## src/sv/isotp_pkg.sv

```systemverilog
// Shared types and codes for the ISO-TP receive reassembler.
// Used by isotp_front, isotp_queue, isotp_back and the top level; no dependencies.
package isotp_pkg;

  typedef enum logic [1:0] {
    EV_BYTE     = 2'd0,
    EV_FC       = 2'd1,
    EV_SEQ_ERR  = 2'd2,
    EV_IGNORED  = 2'd3
  } event_e;

  // PCI frame types (upper nibble of byte 0)
  localparam logic [3:0] PCI_SF = 4'h0;
  localparam logic [3:0] PCI_FF = 4'h1;
  localparam logic [3:0] PCI_CF = 4'h2;

  // configuration register indexes
  localparam int unsigned CFG_IDX_W = 2;
  localparam logic [CFG_IDX_W-1:0] CFG_BLOCK_SIZE = 2'd0;
  localparam logic [CFG_IDX_W-1:0] CFG_MAX_LEN    = 2'd1;

  localparam logic [3:0]  SEQ_RESET   = 4'd1;
  localparam logic [11:0] BYTES_RESET = 12'd6;

  // one classified frame: up to seven payload beats, then an optional
  // flow-control beat; with neither, a single status beat of code ev
  typedef struct packed {
    event_e           ev;
    logic [3:0]       ch;
    logic [6:0][7:0]  data;      // data[0] goes out first
    logic [2:0]       cnt;
    logic [11:0]      base_off;
    logic [11:0]      msg_len;
    logic             has_done;  // last payload beat completes the message
    logic             fc;
    logic [7:0]       fc_bs;
  } job_t;

  typedef struct packed {
    event_e      ev;
    logic [3:0]  ch;
    logic [7:0]  payload;
    logic [11:0] off;
    logic [11:0] len;
    logic        done;
    logic [7:0]  bs;
    logic        last;
  } res_t;

endpackage

```

## src/sv/isotp_front.sv

```systemverilog
// Front end: configuration registers, reassembly state and frame classification.
// Depends on isotp_pkg; pushes one isotp_pkg::job_t per accepted frame.
module isotp_front (
  input  logic                            clk_i,
  input  logic                            rst_ni,
  input  logic                            cfg_valid_i,
  input  logic [isotp_pkg::CFG_IDX_W-1:0] cfg_index_i,
  input  logic [7:0]                      cfg_data_i,
  input  logic                            push_i,
  input  logic [3:0]                      channel_i,
  input  logic [3:0]                      frame_length_i,
  input  logic [7:0][7:0]                 frame_i,
  output isotp_pkg::job_t                 job_o
);

  logic [7:0]  block_size_q;
  logic [6:0]  max_len_q;
  logic        busy_q, busy_d;
  logic [3:0]  seq_q, seq_d;
  logic [11:0] rcvd_q, rcvd_d;
  logic [11:0] total_q, total_d;
  logic [7:0]  left_q, left_d;

  logic [3:0]  pci_type, pci_low;
  logic [11:0] ff_total, remain;
  logic [7:0]  left_dec;
  logic        cf_done;

  always_comb begin
    pci_type = frame_i[0][7:4];
    pci_low  = frame_i[0][3:0];
    ff_total = {pci_low, frame_i[1]};
    remain   = total_q - rcvd_q;
    cf_done  = (remain != 12'd0) && (remain <= 12'd7);
    left_dec = left_q - 8'd1;

    job_o.ev       = isotp_pkg::EV_IGNORED;
    job_o.ch       = channel_i;
    job_o.data     = frame_i[7:1];
    job_o.cnt      = 3'd0;
    job_o.base_off = 12'd0;
    job_o.msg_len  = 12'd0;
    job_o.has_done = 1'b0;
    job_o.fc       = 1'b0;
    job_o.fc_bs    = block_size_q;

    busy_d  = busy_q;
    seq_d   = seq_q;
    rcvd_d  = rcvd_q;
    total_d = total_q;
    left_d  = left_q;

    case (pci_type)
      isotp_pkg::PCI_SF: begin
        if ((pci_low != 4'd0) && (pci_low <= 4'd7) && (pci_low < frame_length_i)) begin
          job_o.cnt      = pci_low[2:0];
          job_o.msg_len  = {8'd0, pci_low};
          job_o.has_done = 1'b1;
        end
      end
      isotp_pkg::PCI_FF: begin
        if (!busy_q && (frame_length_i != 4'd0) &&
            ({3'd0, frame_length_i} <= max_len_q) && (ff_total >= 12'd7)) begin
          job_o.data    = {8'd0, frame_i[7:2]};
          job_o.cnt     = 3'd6;
          job_o.msg_len = ff_total;
          job_o.fc      = 1'b1;
          job_o.ev      = isotp_pkg::EV_BYTE;
          busy_d  = 1'b1;
          seq_d   = isotp_pkg::SEQ_RESET;
          rcvd_d  = isotp_pkg::BYTES_RESET;
          total_d = ff_total;
          left_d  = block_size_q;
        end
      end
      isotp_pkg::PCI_CF: begin
        if (busy_q) begin
          if (pci_low != seq_q) begin
            job_o.ev = isotp_pkg::EV_SEQ_ERR;
            busy_d   = 1'b0;
            seq_d    = isotp_pkg::SEQ_RESET;
            rcvd_d   = isotp_pkg::BYTES_RESET;
          end else begin
            job_o.ev       = isotp_pkg::EV_BYTE;
            job_o.cnt      = cf_done ? remain[2:0] : 3'd7;
            job_o.base_off = rcvd_q;
            job_o.msg_len  = total_q;
            job_o.has_done = cf_done;
            seq_d = seq_q + 4'd1;
            if (cf_done) begin
              busy_d = 1'b0;
              seq_d  = isotp_pkg::SEQ_RESET;
              rcvd_d = isotp_pkg::BYTES_RESET;
            end else begin
              rcvd_d = rcvd_q + 12'd7;
              if (left_q != 8'd0) begin
                // block boundary: ask for the next flow control
                if (left_dec == 8'd0) begin
                  job_o.fc = 1'b1;
                  left_d   = block_size_q;
                end else begin
                  left_d = left_dec;
                end
              end
            end
          end
        end
      end
      default: ;
    endcase
  end

  always_ff @(posedge clk_i or negedge rst_ni) begin
    if (!rst_ni) begin
      block_size_q <= 8'd8;
      max_len_q    <= 7'd8;
      busy_q       <= 1'b0;
      seq_q        <= isotp_pkg::SEQ_RESET;
      rcvd_q       <= isotp_pkg::BYTES_RESET;
      total_q      <= 12'd0;
      left_q       <= 8'd0;
    end else begin
      if (cfg_valid_i) begin
        if (cfg_index_i == isotp_pkg::CFG_BLOCK_SIZE) begin
          block_size_q <= cfg_data_i;
        end else if (cfg_index_i == isotp_pkg::CFG_MAX_LEN) begin
          max_len_q <= cfg_data_i[6:0];
        end
      end
      if (push_i) begin
        busy_q  <= busy_d;
        seq_q   <= seq_d;
        rcvd_q  <= rcvd_d;
        total_q <= total_d;
        left_q  <= left_d;
      end
    end
  end

endmodule

```

## src/sv/isotp_queue.sv

```systemverilog
// Small FIFO of classified frames between front and back end.
// Depends on isotp_pkg (job_t).
module isotp_queue #(
  parameter int unsigned DEPTH = 2
) (
  input  logic            clk_i,
  input  logic            rst_ni,
  input  logic            push_i,
  input  isotp_pkg::job_t push_job_i,
  output logic            full_o,
  input  logic            pop_i,
  output logic            valid_o,
  output isotp_pkg::job_t pop_job_o
);

  localparam int unsigned PtrW = (DEPTH > 1) ? $clog2(DEPTH) : 1;
  localparam int unsigned CntW = $clog2(DEPTH + 1);
  localparam logic [PtrW-1:0] PtrLast = PtrW'(DEPTH - 1);
  localparam logic [CntW-1:0] CntFull = CntW'(DEPTH);

  isotp_pkg::job_t mem_q [DEPTH];
  logic [PtrW-1:0] wr_q, rd_q;
  logic [CntW-1:0] cnt_q;

  assign full_o    = (cnt_q == CntFull);
  assign valid_o   = (cnt_q != '0);
  assign pop_job_o = mem_q[rd_q];

  always_ff @(posedge clk_i) begin
    if (push_i) begin
      mem_q[wr_q] <= push_job_i;
    end
  end

  always_ff @(posedge clk_i or negedge rst_ni) begin
    if (!rst_ni) begin
      wr_q  <= '0;
      rd_q  <= '0;
      cnt_q <= '0;
    end else begin
      if (push_i) begin
        wr_q <= (wr_q == PtrLast) ? '0 : wr_q + PtrW'(1);
      end
      if (pop_i) begin
        rd_q <= (rd_q == PtrLast) ? '0 : rd_q + PtrW'(1);
      end
      if (push_i && !pop_i) begin
        cnt_q <= cnt_q + CntW'(1);
      end else if (pop_i && !push_i) begin
        cnt_q <= cnt_q - CntW'(1);
      end
    end
  end

endmodule

```

## src/sv/isotp_back.sv

```systemverilog
// Back end: walks one queued job beat by beat into the output register.
// Depends on isotp_pkg (job_t, res_t, event codes).
module isotp_back (
  input  logic            clk_i,
  input  logic            rst_ni,
  input  logic            q_valid_i,
  input  isotp_pkg::job_t q_job_i,
  output logic            pop_o,
  output logic            out_valid_o,
  input  logic            out_stall_i,
  output isotp_pkg::res_t res_o
);

  isotp_pkg::job_t cur_q;
  logic            cur_valid_q;
  logic [2:0]      idx_q;
  logic            out_valid_q;
  isotp_pkg::res_t res_q, res_d;
  logic            adv, fire;

  always_comb begin
    res_d.ch      = cur_q.ch;
    res_d.payload = 8'd0;
    res_d.off     = 12'd0;
    res_d.len     = 12'd0;
    res_d.done    = 1'b0;
    res_d.bs      = 8'd0;
    res_d.last    = 1'b1;
    if (idx_q < cur_q.cnt) begin
      res_d.ev      = isotp_pkg::EV_BYTE;
      res_d.payload = cur_q.data[idx_q];
      res_d.off     = cur_q.base_off + {9'd0, idx_q};
      res_d.len     = cur_q.msg_len;
      res_d.done    = cur_q.has_done && (idx_q == cur_q.cnt - 3'd1);
      res_d.last    = (idx_q == cur_q.cnt - 3'd1) && !cur_q.fc;
    end else if (cur_q.fc) begin
      res_d.ev  = isotp_pkg::EV_FC;
      res_d.len = cur_q.msg_len;
      res_d.bs  = cur_q.fc_bs;
    end else begin
      res_d.ev = cur_q.ev;
    end
  end

  assign adv         = !out_valid_q || !out_stall_i;
  assign fire        = cur_valid_q && adv;
  assign pop_o       = q_valid_i && (!cur_valid_q || (fire && res_d.last));
  assign out_valid_o = out_valid_q;
  assign res_o       = res_q;

  always_ff @(posedge clk_i) begin
    if (pop_o) begin
      cur_q <= q_job_i;
    end
    if (fire) begin
      res_q <= res_d;
    end
  end

  always_ff @(posedge clk_i or negedge rst_ni) begin
    if (!rst_ni) begin
      cur_valid_q <= 1'b0;
      idx_q       <= 3'd0;
      out_valid_q <= 1'b0;
    end else begin
      if (adv) begin
        out_valid_q <= cur_valid_q;
      end
      if (pop_o) begin
        cur_valid_q <= 1'b1;
        idx_q       <= 3'd0;
      end else if (fire && res_d.last) begin
        cur_valid_q <= 1'b0;
      end else if (fire) begin
        idx_q <= idx_q + 3'd1;
      end
    end
  end

endmodule

```

## src/sv/isotp_receive_reassembler.sv

```systemverilog
// ISO-TP receive reassembler: one CAN frame in, a burst of byte-wide results out.
// Depends on isotp_pkg, isotp_front, isotp_queue and isotp_back.
//
// A frame beat is taken whenever the job queue has room, so frames may arrive
// in consecutive cycles. Each frame yields 1 to 8 result beats (single frame:
// its payload bytes; first frame: six bytes plus a flow-control request;
// consecutive frame: up to seven bytes, plus flow control at block ends;
// anything rejected: one status beat). The back-end sequencer drives one beat
// per cycle while out_stall_i is low, through a single output register; the
// front end only stalls once QDEPTH frames are queued behind the one being
// emitted. Reassembly state is updated at frame accept time, so the queue
// never holds state dependencies. There is no clearing pass after reset.
// Configuration writes are always ready and take effect in the next cycle;
// index 0 is block_size, index 1 max_frame_length, other indexes are dropped.
module isotp_receive_reassembler #(
  parameter int unsigned QDEPTH = 2
) (
  input  logic                            clk_i,
  input  logic                            rst_ni,
  // configuration write channel
  input  logic                            cfg_valid_i,
  output logic                            cfg_ready_o,
  input  logic [isotp_pkg::CFG_IDX_W-1:0] cfg_index_i,
  input  logic [7:0]                      cfg_data_i,
  // frame input
  input  logic                            in_valid_i,
  output logic                            in_stall_o,
  input  logic [3:0]                      channel_i,
  input  logic [3:0]                      frame_length_i,
  input  logic [7:0]                      frame_byte_0_i,
  input  logic [7:0]                      frame_byte_1_i,
  input  logic [7:0]                      frame_byte_2_i,
  input  logic [7:0]                      frame_byte_3_i,
  input  logic [7:0]                      frame_byte_4_i,
  input  logic [7:0]                      frame_byte_5_i,
  input  logic [7:0]                      frame_byte_6_i,
  input  logic [7:0]                      frame_byte_7_i,
  // result output
  output logic                            out_valid_o,
  input  logic                            out_stall_i,
  output logic [1:0]                      event_res_o,
  output logic [3:0]                      out_channel_o,
  output logic [7:0]                      payload_byte_o,
  output logic [11:0]                     byte_offset_o,
  output logic [11:0]                     message_length_o,
  output logic                            message_done_o,
  output logic [7:0]                      fc_block_size_o,
  output logic                            last_o
);

  logic            push, q_full, q_valid, pop;
  logic [7:0][7:0] frame;
  isotp_pkg::job_t push_job, pop_job;
  isotp_pkg::res_t res;

  assign cfg_ready_o = 1'b1;
  assign in_stall_o  = q_full;
  assign push        = in_valid_i && !q_full;

  assign frame = {frame_byte_7_i, frame_byte_6_i, frame_byte_5_i, frame_byte_4_i,
                  frame_byte_3_i, frame_byte_2_i, frame_byte_1_i, frame_byte_0_i};

  // classify and update reassembly state on accept
  isotp_front u_front (
    .clk_i          (clk_i),
    .rst_ni         (rst_ni),
    .cfg_valid_i    (cfg_valid_i),
    .cfg_index_i    (cfg_index_i),
    .cfg_data_i     (cfg_data_i),
    .push_i         (push),
    .channel_i      (channel_i),
    .frame_length_i (frame_length_i),
    .frame_i        (frame),
    .job_o          (push_job)
  );

  // decouples frame acceptance from result streaming
  isotp_queue #(
    .DEPTH (QDEPTH)
  ) u_queue (
    .clk_i      (clk_i),
    .rst_ni     (rst_ni),
    .push_i     (push),
    .push_job_i (push_job),
    .full_o     (q_full),
    .pop_i      (pop),
    .valid_o    (q_valid),
    .pop_job_o  (pop_job)
  );

  // one result beat per cycle unless the sink stalls
  isotp_back u_back (
    .clk_i       (clk_i),
    .rst_ni      (rst_ni),
    .q_valid_i   (q_valid),
    .q_job_i     (pop_job),
    .pop_o       (pop),
    .out_valid_o (out_valid_o),
    .out_stall_i (out_stall_i),
    .res_o       (res)
  );

  assign event_res_o      = res.ev;
  assign out_channel_o    = res.ch;
  assign payload_byte_o   = res.payload;
  assign byte_offset_o    = res.off;
  assign message_length_o = res.len;
  assign message_done_o   = res.done;
  assign fc_block_size_o  = res.bs;
  assign last_o           = res.last;

endmodule

```

## config.mk

```make
export PLATFORM = sky130hd
export DESIGN_NAME = isotp_receive_reassembler
export DESIGN_NICKNAME = d
export VERILOG_FILES = /design/src/sv/isotp_pkg.sv /design/src/sv/isotp_front.sv /design/src/sv/isotp_queue.sv /design/src/sv/isotp_back.sv /design/src/sv/isotp_receive_reassembler.sv
export SDC_FILE = /design/constraint.sdc
export NUM_CORES = 1
export LEC_CHECK = 0
export BUFFER_PORTS_ARGS = -buffer_cell sky130_fd_sc_hd__buf_4
export CORE_MARGIN = 1.5
export CORE_UTILIZATION = 39
export CTS_BUF_LIST = sky130_fd_sc_hd__clkbuf_8
export CTS_CLUSTER_SIZE = 10
export DETAILED_ROUTE_END_ITERATION = 16
export GPL_TIMING_DRIVEN = 0
export PLACE_DENSITY = 0.58
export SETUP_SLACK_MARGIN = 0.05
export SLEW_MARGIN = 5
export SYNTH_ARGS = -nofsm -noshare
export SYNTH_HDL_FRONTEND = slang
export SYNTH_SLANG_ARGS = --single-unit
```

## constraint.sdc

```tcl
create_clock -name clk_i -period 5.71 [get_ports clk_i]
set_input_delay 1.142 -clock clk_i [delete_from_list [all_inputs] [get_ports clk_i]]
set_output_delay 1.142 -clock clk_i [all_outputs]
set_load 0.1 [all_outputs]
```

==> results of run 1 <==
==> sequential cells by signal, indices dropped and copies added, names as in the netlist <==
register and count:
u_front.seq_q 4, u_queue.wr_q 1, u_queue.rd_q 1, u_back.out_valid_o 1
u_back.cur_valid_q 1, u_queue.mem_q 198, u_back.res_o 48, u_back.idx_q 3
u_front.busy_q 1, u_back.cur_q 99, u_front.total_q 12, u_front.block_size_q 8
u_front.max_len_q 7, u_queue.cnt_q 2, u_front.left_q 8, u_front.rcvd_q 12
==> cell usage after synthesis, types with 20 or more instances <==
cell	instances
o21ai_0	30
a21oi_1	33
inv_1	45
nor3_1	28
edfxtp_1	345
nand3_1	20
nor2_1	50
clkbuf_1	38
mux2_2	163
dfrtp_1	56
nor2b_1	29
nand2_1	71
ha_1	31
==> routing by layer <==
layer  vias up  share of wire, %  track usage [%]
met5         -                 0                0
met4         0               2.6             6.71
met3        65               5.2             3.74
met2       286                46             27.7
met1      5062                46             24.8
li1       4812                 -                -
==> power by group through the flow <==
| stage | registers, mW | logic [mW] | clock network, mW |
|---|---|---|---|
| after floorplan | 6.25 | 2.09 | 0 |
| after global placement | 5.23 | 4.41 | 0 |
| after detailed placement | 5.07 | 4.59 | 0 |
| after CTS | 5.02 | 4.61 | 2.55 |
| after global routing | 5.11 | 4.91 | 2.67 |
| final | 5.00 | 4.55 | 2.47 |
==> cell families after synthesis <==
| kind of cell | after synthesis |
|---|---|
| XOR/XNOR | 23 |
| AO/OA/AOI/OAI | 144 |
| adder cells (fa/ha/maj) | 33 |
| multiplexers | 183 |
| AND/OR/NAND/NOR | 269 |
| flip-flops | 406 |
| buffers and inverters | 92 |
| other | 1 |
==> how the worst max path moves through the flow <==
stage | from | endpoint | slack (ps) | depth (start not counted)
6_report | u_back.idx_q[0]$_DFFE_PN0P_ | u_back.cur_q[77]$_DFFE_PP_ | 970 | 11
5_1_grt | u_back.idx_q[0]$_DFFE_PN0P_ | u_back.cur_q[84]$_DFFE_PP_ | 620 | 11
4_1_cts | u_back.idx_q[0]$_DFFE_PN0P_ | u_back.cur_q[98]$_DFFE_PP_ | 870 | 11
3_5_place_dp | frame_byte_0_i[0] | u_queue.mem_q[0][83]$_DFFE_PP_ | 500 | 8
3_3_place_gp | in_valid_i | u_queue.mem_q[1][75]$_DFFE_PP_ | -3540 | 3
2_1_floorplan | in_valid_i | u_queue.mem_q[0][0]$_DFFE_PP_ | -250 | 2
==> layout make-up <==
cell class | count | area [µm²]
antenna | 1 | 2.50
buffer | 46 | 195
clock buffer | 74 | 1020
clock inverter | 45 | 278
fill | 3924 | 23400
inverter | 46 | 175
multi-input combinational | 653 | 5150
sequential | 406 | 11900
tap | 592 | 741
timing repair buffer | 146 | 1250
==> metrics by stage <==
step | power (mW) | area [µm²] | utilization [%] | std cells | hold WS (ps)
5_1_grt | 12.7 | 20700 | 46.9 | 2008 | 445
4_1_cts | 12.2 | 20700 | 46.9 | 2008 | 421
3_5_place_dp | 9.66 | 19400 | 44.0 | 1889 | 408
6_report | 12.0 | 20700 | 46.9 | 2009 | 419
3_3_place_gp | 9.64 | 19100 | 43.4 | 1878 | 403
2_1_floorplan | 8.35 | 17400 | - | 1151 | 400
==> results_dict.tcl, run 1 <==
set metrics [dict create \
    chipHeight_um 214 \
    crit_type "flip-flop to flip-flop" \
    drive_above_1_share_pct 30.5 \
    route.antenna.remaining_nets 0 \
    fin_ws_ps 966 \
    worst_setup_path_start_kind "flip-flop" \
    critical_path_required_ps 5950 \
    switching_share_of_power_pct 38.5 \
    initial_standard_cell_utilization_of_the_core_pct 39.4 \
    hpwl_um 28000 \
    detail_route.first_pass.iterations 5 \
    initialDrtViolationCount 715 \
    routedWlPerCell_um 20.0 \
    clock_insertion_delay_worst_skew_ps 600 \
    p_comb_share_pct 37.8 \
    leakage_nw 7.70 \
    syn-instance-count 1151 \
    io_pins 138 \
    detail_route.wirelength_um 40300 \
    synth.area.top_cells "edfxtp_1 (60%), mux2_2 (11%), dfrtp_1 (8.1%), ha_1 (2.2%), nand2_1 (1.5%)" \
    p_clk_share_pct 20.6 \
    yosys.area_share.adder_pct 2.46 \
    cts-root-buf "clkbuf_8" \
    place.port_buffers 135 \
    critPathSlowestCell "clkbuf_1" \
    r2r_cells 11 \
    grt_use_total_pct 17.9 \
    syn_area_per_cell_um2 15.1 \
    outcome "finished, final reports clean" \
    maxSlewHeadroom_pct 17.1 \
    worstPathCellList "clkbuf_1 > clkbuf_1 > inv_1 > ha_1 > or3_1 > o21bai_1 > nand2_1 > nand2_1 > o21ai_0 > inv_4 > buf_16" \
    dr_total_vias 10200 \
    timing.critical_path.buf_inv 5 \
    post-cts-setup-buffers 0 \
    hold_class "flip-flop to flip-flop" \
    cts_tree "built" \
    setup_viol 0 \
    leading_cell_type_in_the_layout_fill_and_taps_excluded "edfxtp_1" \
    crit_path_end_kind "flip-flop" \
    antenna_violations_before_repair 0 \
    grt_pass1_vias 10600 \
    edff_count_synth 345 \
    flow.area_growth_from_synthesis_pct 19.1 \
    finalHoldViolations 0 \
    max-clock-path-buffers 3 \
    fin_nets 1487 \
    hold_path.startpoint "u_back.cur_q[95]$_DFFE_PP_" \
    vdd_drop_max_mv 0.283 \
    netlist.area_leader.share_pct 59.6 \
    grt_first_pass_wirelength_um 62600 \
    synthesized_area_fraction_occupied_by_ao_oa_aoi_and_oai_cells_pct 5.54 \
    die_width_um 214 \
    timing.reg2reg.setup_slack_ps 970 \
    totalNegativeSetupSlack_ps 0 \
    maxCapViolCount 0 \
    worst_path_largest_cell_delay_ps 740 \
    grt_overflow 0 \
    rr_startpoint "u_back.idx_q[0]$_DFFE_PN0P_" \
    seq_area_frac_synth_pct 68.4 \
    mappedNetlistNets 1271 \
    cpLargestDelayFamily "buffers and inverters" \
    p_sw_mw 4.63 \
    synth_top_family_by_area "multiplexers" \
    gates_resized_cts_repair 0 \
    synthXorXnorAreaFrac_pct 1.16 \
    std_cell_rows 77 \
    synth.area.mux_share_pct 12.3 \
    crit-reg2reg-capture "u_back.cur_q[77]$_DFFE_PP_" \
    detailedPlace.worstSlack_ps 500 \
    synth.ff_latch_count 406 \
    internal_power_mw 7.39 \
    worstPathMaxFanout 67 \
    power-per-cell-area_nw_per_um2 581 \
    tritoncts_num_sinks 406 \
    post_synth_num_cell_types 72 \
    max_clock_freq_ghz 0.211 \
    gp_routability_congestion 0.842 \
    path_clk_slew_ps 60 \
    period_needed_ps 4740 \
    clock_tree.htree_level_count 3 \
    ys_warn_count 0 \
    final_min_period_over_clock_period_pct 83.1 \
    maximum_number_of_pins_on_one_net_before_global_route_repair 68 \
    layout.cells.most_common_list "edfxtp_1 (345), mux2_2 (163), buf_4 (137), clkbuf_8 (74), nand2_1 (71)" \
    hold_depth 0 \
    die_area_um2 45800 \
    synthArstFlopShare_pct 15.0 \
    vias_per_cell 5.09 \
    grt_setup_unrepaired "no" \
    holdBufCountCts 0 \
    synth_simple_gate_area_share_pct 7.98 \
    tightestPinTransition_ps 1230 \
    fin_worst_skew_ps 41.5 \
    synth-main-ff-cell "edfxtp_1" \
    cp_data_arrival_time_ps 4980 \
    detail_route.drc_violations 0 \
    seqPwrFrac_pct 41.6 \
    number_of_pins_with_negative_max_slew_slack_in_the_final_report 0 \
    cell_area_synth_um2 17400 \
    worst_hold_path.endpoint "u_back.res_o[44]$_DFFE_PP_" \
    cts-buffers-inserted 68 \
    yosysTopAreaCell "edfxtp_1" \
    core_um2 44100 \
]
Power figures use the tool's default switching activity.
==> run 2, diff against run 1 <==
--- a/config.mk
+++ b/config.mk
@@ -12,7 +12,7 @@
 export CTS_CLUSTER_SIZE = 10
 export DETAILED_ROUTE_END_ITERATION = 16
 export GPL_TIMING_DRIVEN = 0
-export PLACE_DENSITY = 0.58
+export PLACE_DENSITY = 0.56
 export SETUP_SLACK_MARGIN = 0.05
 export SLEW_MARGIN = 5
 export SYNTH_ARGS = -nofsm -noshare
==> constraint.sdc (replaced) <==
create_clock -name clk_i -period 4.6 [get_ports clk_i]
set_input_delay 0.92 -clock clk_i [delete_from_list [all_inputs] [get_ports clk_i]]
set_output_delay 0.92 -clock clk_i [all_outputs]
set_load 0.1 [all_outputs]
==> run 2 against run 1 <==
Effect of this change: power rose by 24%; die area is the same; sequential cell count did not move; register-to-register slack got worse by 370 ps; non-clock buffer count did not move; worst hold slack barely moved; final cell count up 0.15%; clock skew shrank 4.3 ps; core utilization is essentially flat; first-iteration DRC count grew 15%; combinational power is 25% higher; wire length up 1.3%; critical path type is now input pin to flip-flop; critical endpoint is now u_queue.mem_q[0][10]$_DFFE_PP_.
==> results_dict.tcl, run 2 (synthesis gave the netlist of run 1 again) <==
set metrics [dict create \
    cts_tree "built" \
    layout.cells.non_filler 2012 \
    antennaDiodeCount 0 \
    maximum_number_of_pins_on_one_net_before_global_route_repair 62 \
    top_register "u_queue.mem_q" \
    clock_insertion_delay_worst_skew_ps 620 \
    std_cell_rows 77 \
    detail_route.wirelength_um 40800 \
    grt_overflow 0 \
    grt_first_pass_wirelength_um 62000 \
    clock_tree.htree_level_count 3 \
    io_pins 138 \
    final_min_period_over_clock_period_pct 91.3 \
    die_area_um2 45800 \
    cts-root-buf "clkbuf_8" \
    flow.area_growth_from_synthesis_pct 19.1 \
    initial_standard_cell_utilization_of_the_core_pct 39.4 \
    grt_setup_unrepaired "no" \
    hold_worst_slack_ps 419 \
    antenna_violations_before_repair 0 \
    period_needed_ps 4200 \
    drive_above_1_share_pct 30.4 \
    cp_common_cell "clkbuf_1" \
    chipHeight_um 214 \
    grt_pass1_vias 10500 \
    place.port_buffers 135 \
    gp_routability_congestion 0.815 \
    crit_path_end_kind "flip-flop" \
    worst_path_largest_cell_delay_ps 970 \
    layout.cells.most_common_list "edfxtp_1 (345), mux2_2 (163), buf_4 (137), inv_1 (74)" \
    detail_route.drc_violations 0 \
    hold_path.startpoint "u_back.cur_q[93]$_DFFE_PP_" \
    max_clock_freq_ghz 0.238 \
    fin_nets 1487 \
    dr_total_vias 10300 \
    largest_register_ff_count 198 \
    path_clk_slew_ps 60 \
    outcome "finished, final reports clean" \
    worstPathCellList "clkbuf_1 > nor4_1 > nand4_1 > nand4b_1 > a31oi_1 > clkbuf_1 > buf_1 > a222oi_1 > inv_1" \
    grt_use_total_pct 17.8 \
    fin_worst_skew_ps 37.1 \
    maxCapViolCount 0 \
    tritoncts_num_sinks 406 \
    worstPathMaxFanout 10 \
    worst_setup_path_start_kind "input pin" \
    hold_class "flip-flop to flip-flop" \
    setup_viol 0 \
    power-per-cell-area_nw_per_um2 720 \
    detail_route.first_pass.iterations 5 \
    finalHoldViolations 0 \
    crit_type "input pin to flip-flop" \
    number_of_pins_with_negative_max_slew_slack_in_the_final_report 0 \
    critPathSlowestCell "nor4_1" \
    instance_count_after_placement_with_tap_cells_included 1890 \
    hpwl_um 28400 \
    vdd_drop_max_mv 0.409 \
    rr_startpoint "u_back.idx_q[0]$_DFFE_PN0P_" \
    worst_setup_path_startpoint "frame_byte_0_i[0]" \
    route.antenna.remaining_nets 0 \
    power_mw 14.9 \
    maxSlewHeadroom_pct 25.6 \
    leakage_nw 7.73 \
    core_um2 44100 \
    cp_data_arrival_time_ps 4540 \
    max-clock-path-buffers 3 \
    leading_cell_type_in_the_layout_fill_and_taps_excluded "edfxtp_1" \
    cts-buffers-inserted 68 \
    tightestPinTransition_ps 1100 \
    initialDrtViolationCount 822 \
    routedWlPerCell_um 20.3 \
    critical_path_required_ps 4940 \
    die_width_um 214 \
    vias_per_cell 5.11 \
]
-- run 2: cell count changes in the layout (fill, tap and decap cells not counted), sizes merged --
cell,previous run,this run
clkinv,21,16
clkbuf,112,108
diode,1,0
inv,66,76
buf,154,155
clkinvlp,1,3
-- run 2: worst max-delay path: cells and delay by family --
family / cells / cell delay, ps
AO/OA/AOI/OAI: 2 / 710
AND/OR/NAND/NOR: 3 / 1620
buffers and inverters: 4 / 1280
-- run 2: path summary, 6_finish.rpt --
check,slack (ps),to,cells past startpoint
min,420,u_back.res_o[42]$_DFFE_PP_,0
max reg2reg,600,u_back.cur_q[48]$_DFFE_PP_,11
max in group asynchronous,3530,u_front.left_q[1]$_DFFE_PN0P_,1
min in group asynchronous,430,u_back.idx_q[0]$_DFFE_PN0P_,1
min reg2reg,420,u_back.res_o[42]$_DFFE_PP_,0
max,400,u_queue.mem_q[0][10]$_DFFE_PP_,9
-- run 2: power by group --
part	total, mW	internal [mW]	switching, mW
sequential	6.19	5.73	0.457
clock	3.03	1.61	1.42
combinational	5.68	1.80	3.88
-- run 2: stage by stage --
step / TNS (ps) / utilization, % / instance area [µm²] / setup slack (ps)
finish: 0 / 46.9 / 20700 / 401
CTS: 0 / 46.9 / 20700 / 226
global route: 0 / 46.9 / 20700 / 268
floorplan: -225750 / - / 17400 / -1140
detailed placement: -32240 / 44.0 / 19400 / -543
global placement: -1039180 / 43.4 / 19100 / -4360
-- run 2: layout make-up --
| class | instances | area (µm²) |
|---|---|---|
| sequential | 406 | 11900 |
| timing repair buffer | 147 | 1260 |
| fill | 3964 | 23400 |
| inverter | 46 | 176 |
| buffer | 45 | 195 |
| multi-input combinational | 653 | 5150 |
| clock inverter | 52 | 303 |
| tap | 592 | 741 |
| clock buffer | 71 | 977 |
-- run 2: metal layers --
layer	up-vias	global-route usage (%)	share of wire (%)
met1	5142	24.5	46
met3	73	3.15	4.5
met4	0	7.02	2.7
met2	248	28.2	47
li1	4823	-	-
met5	-	0	0
-- run 2: timing repair --
action | in CTS | in global routing
setup endpoints to repair | 99 | 38
setup buffers | 0 | 0
hold buffers | 0 | 0
gates resized for setup | 1 | 2
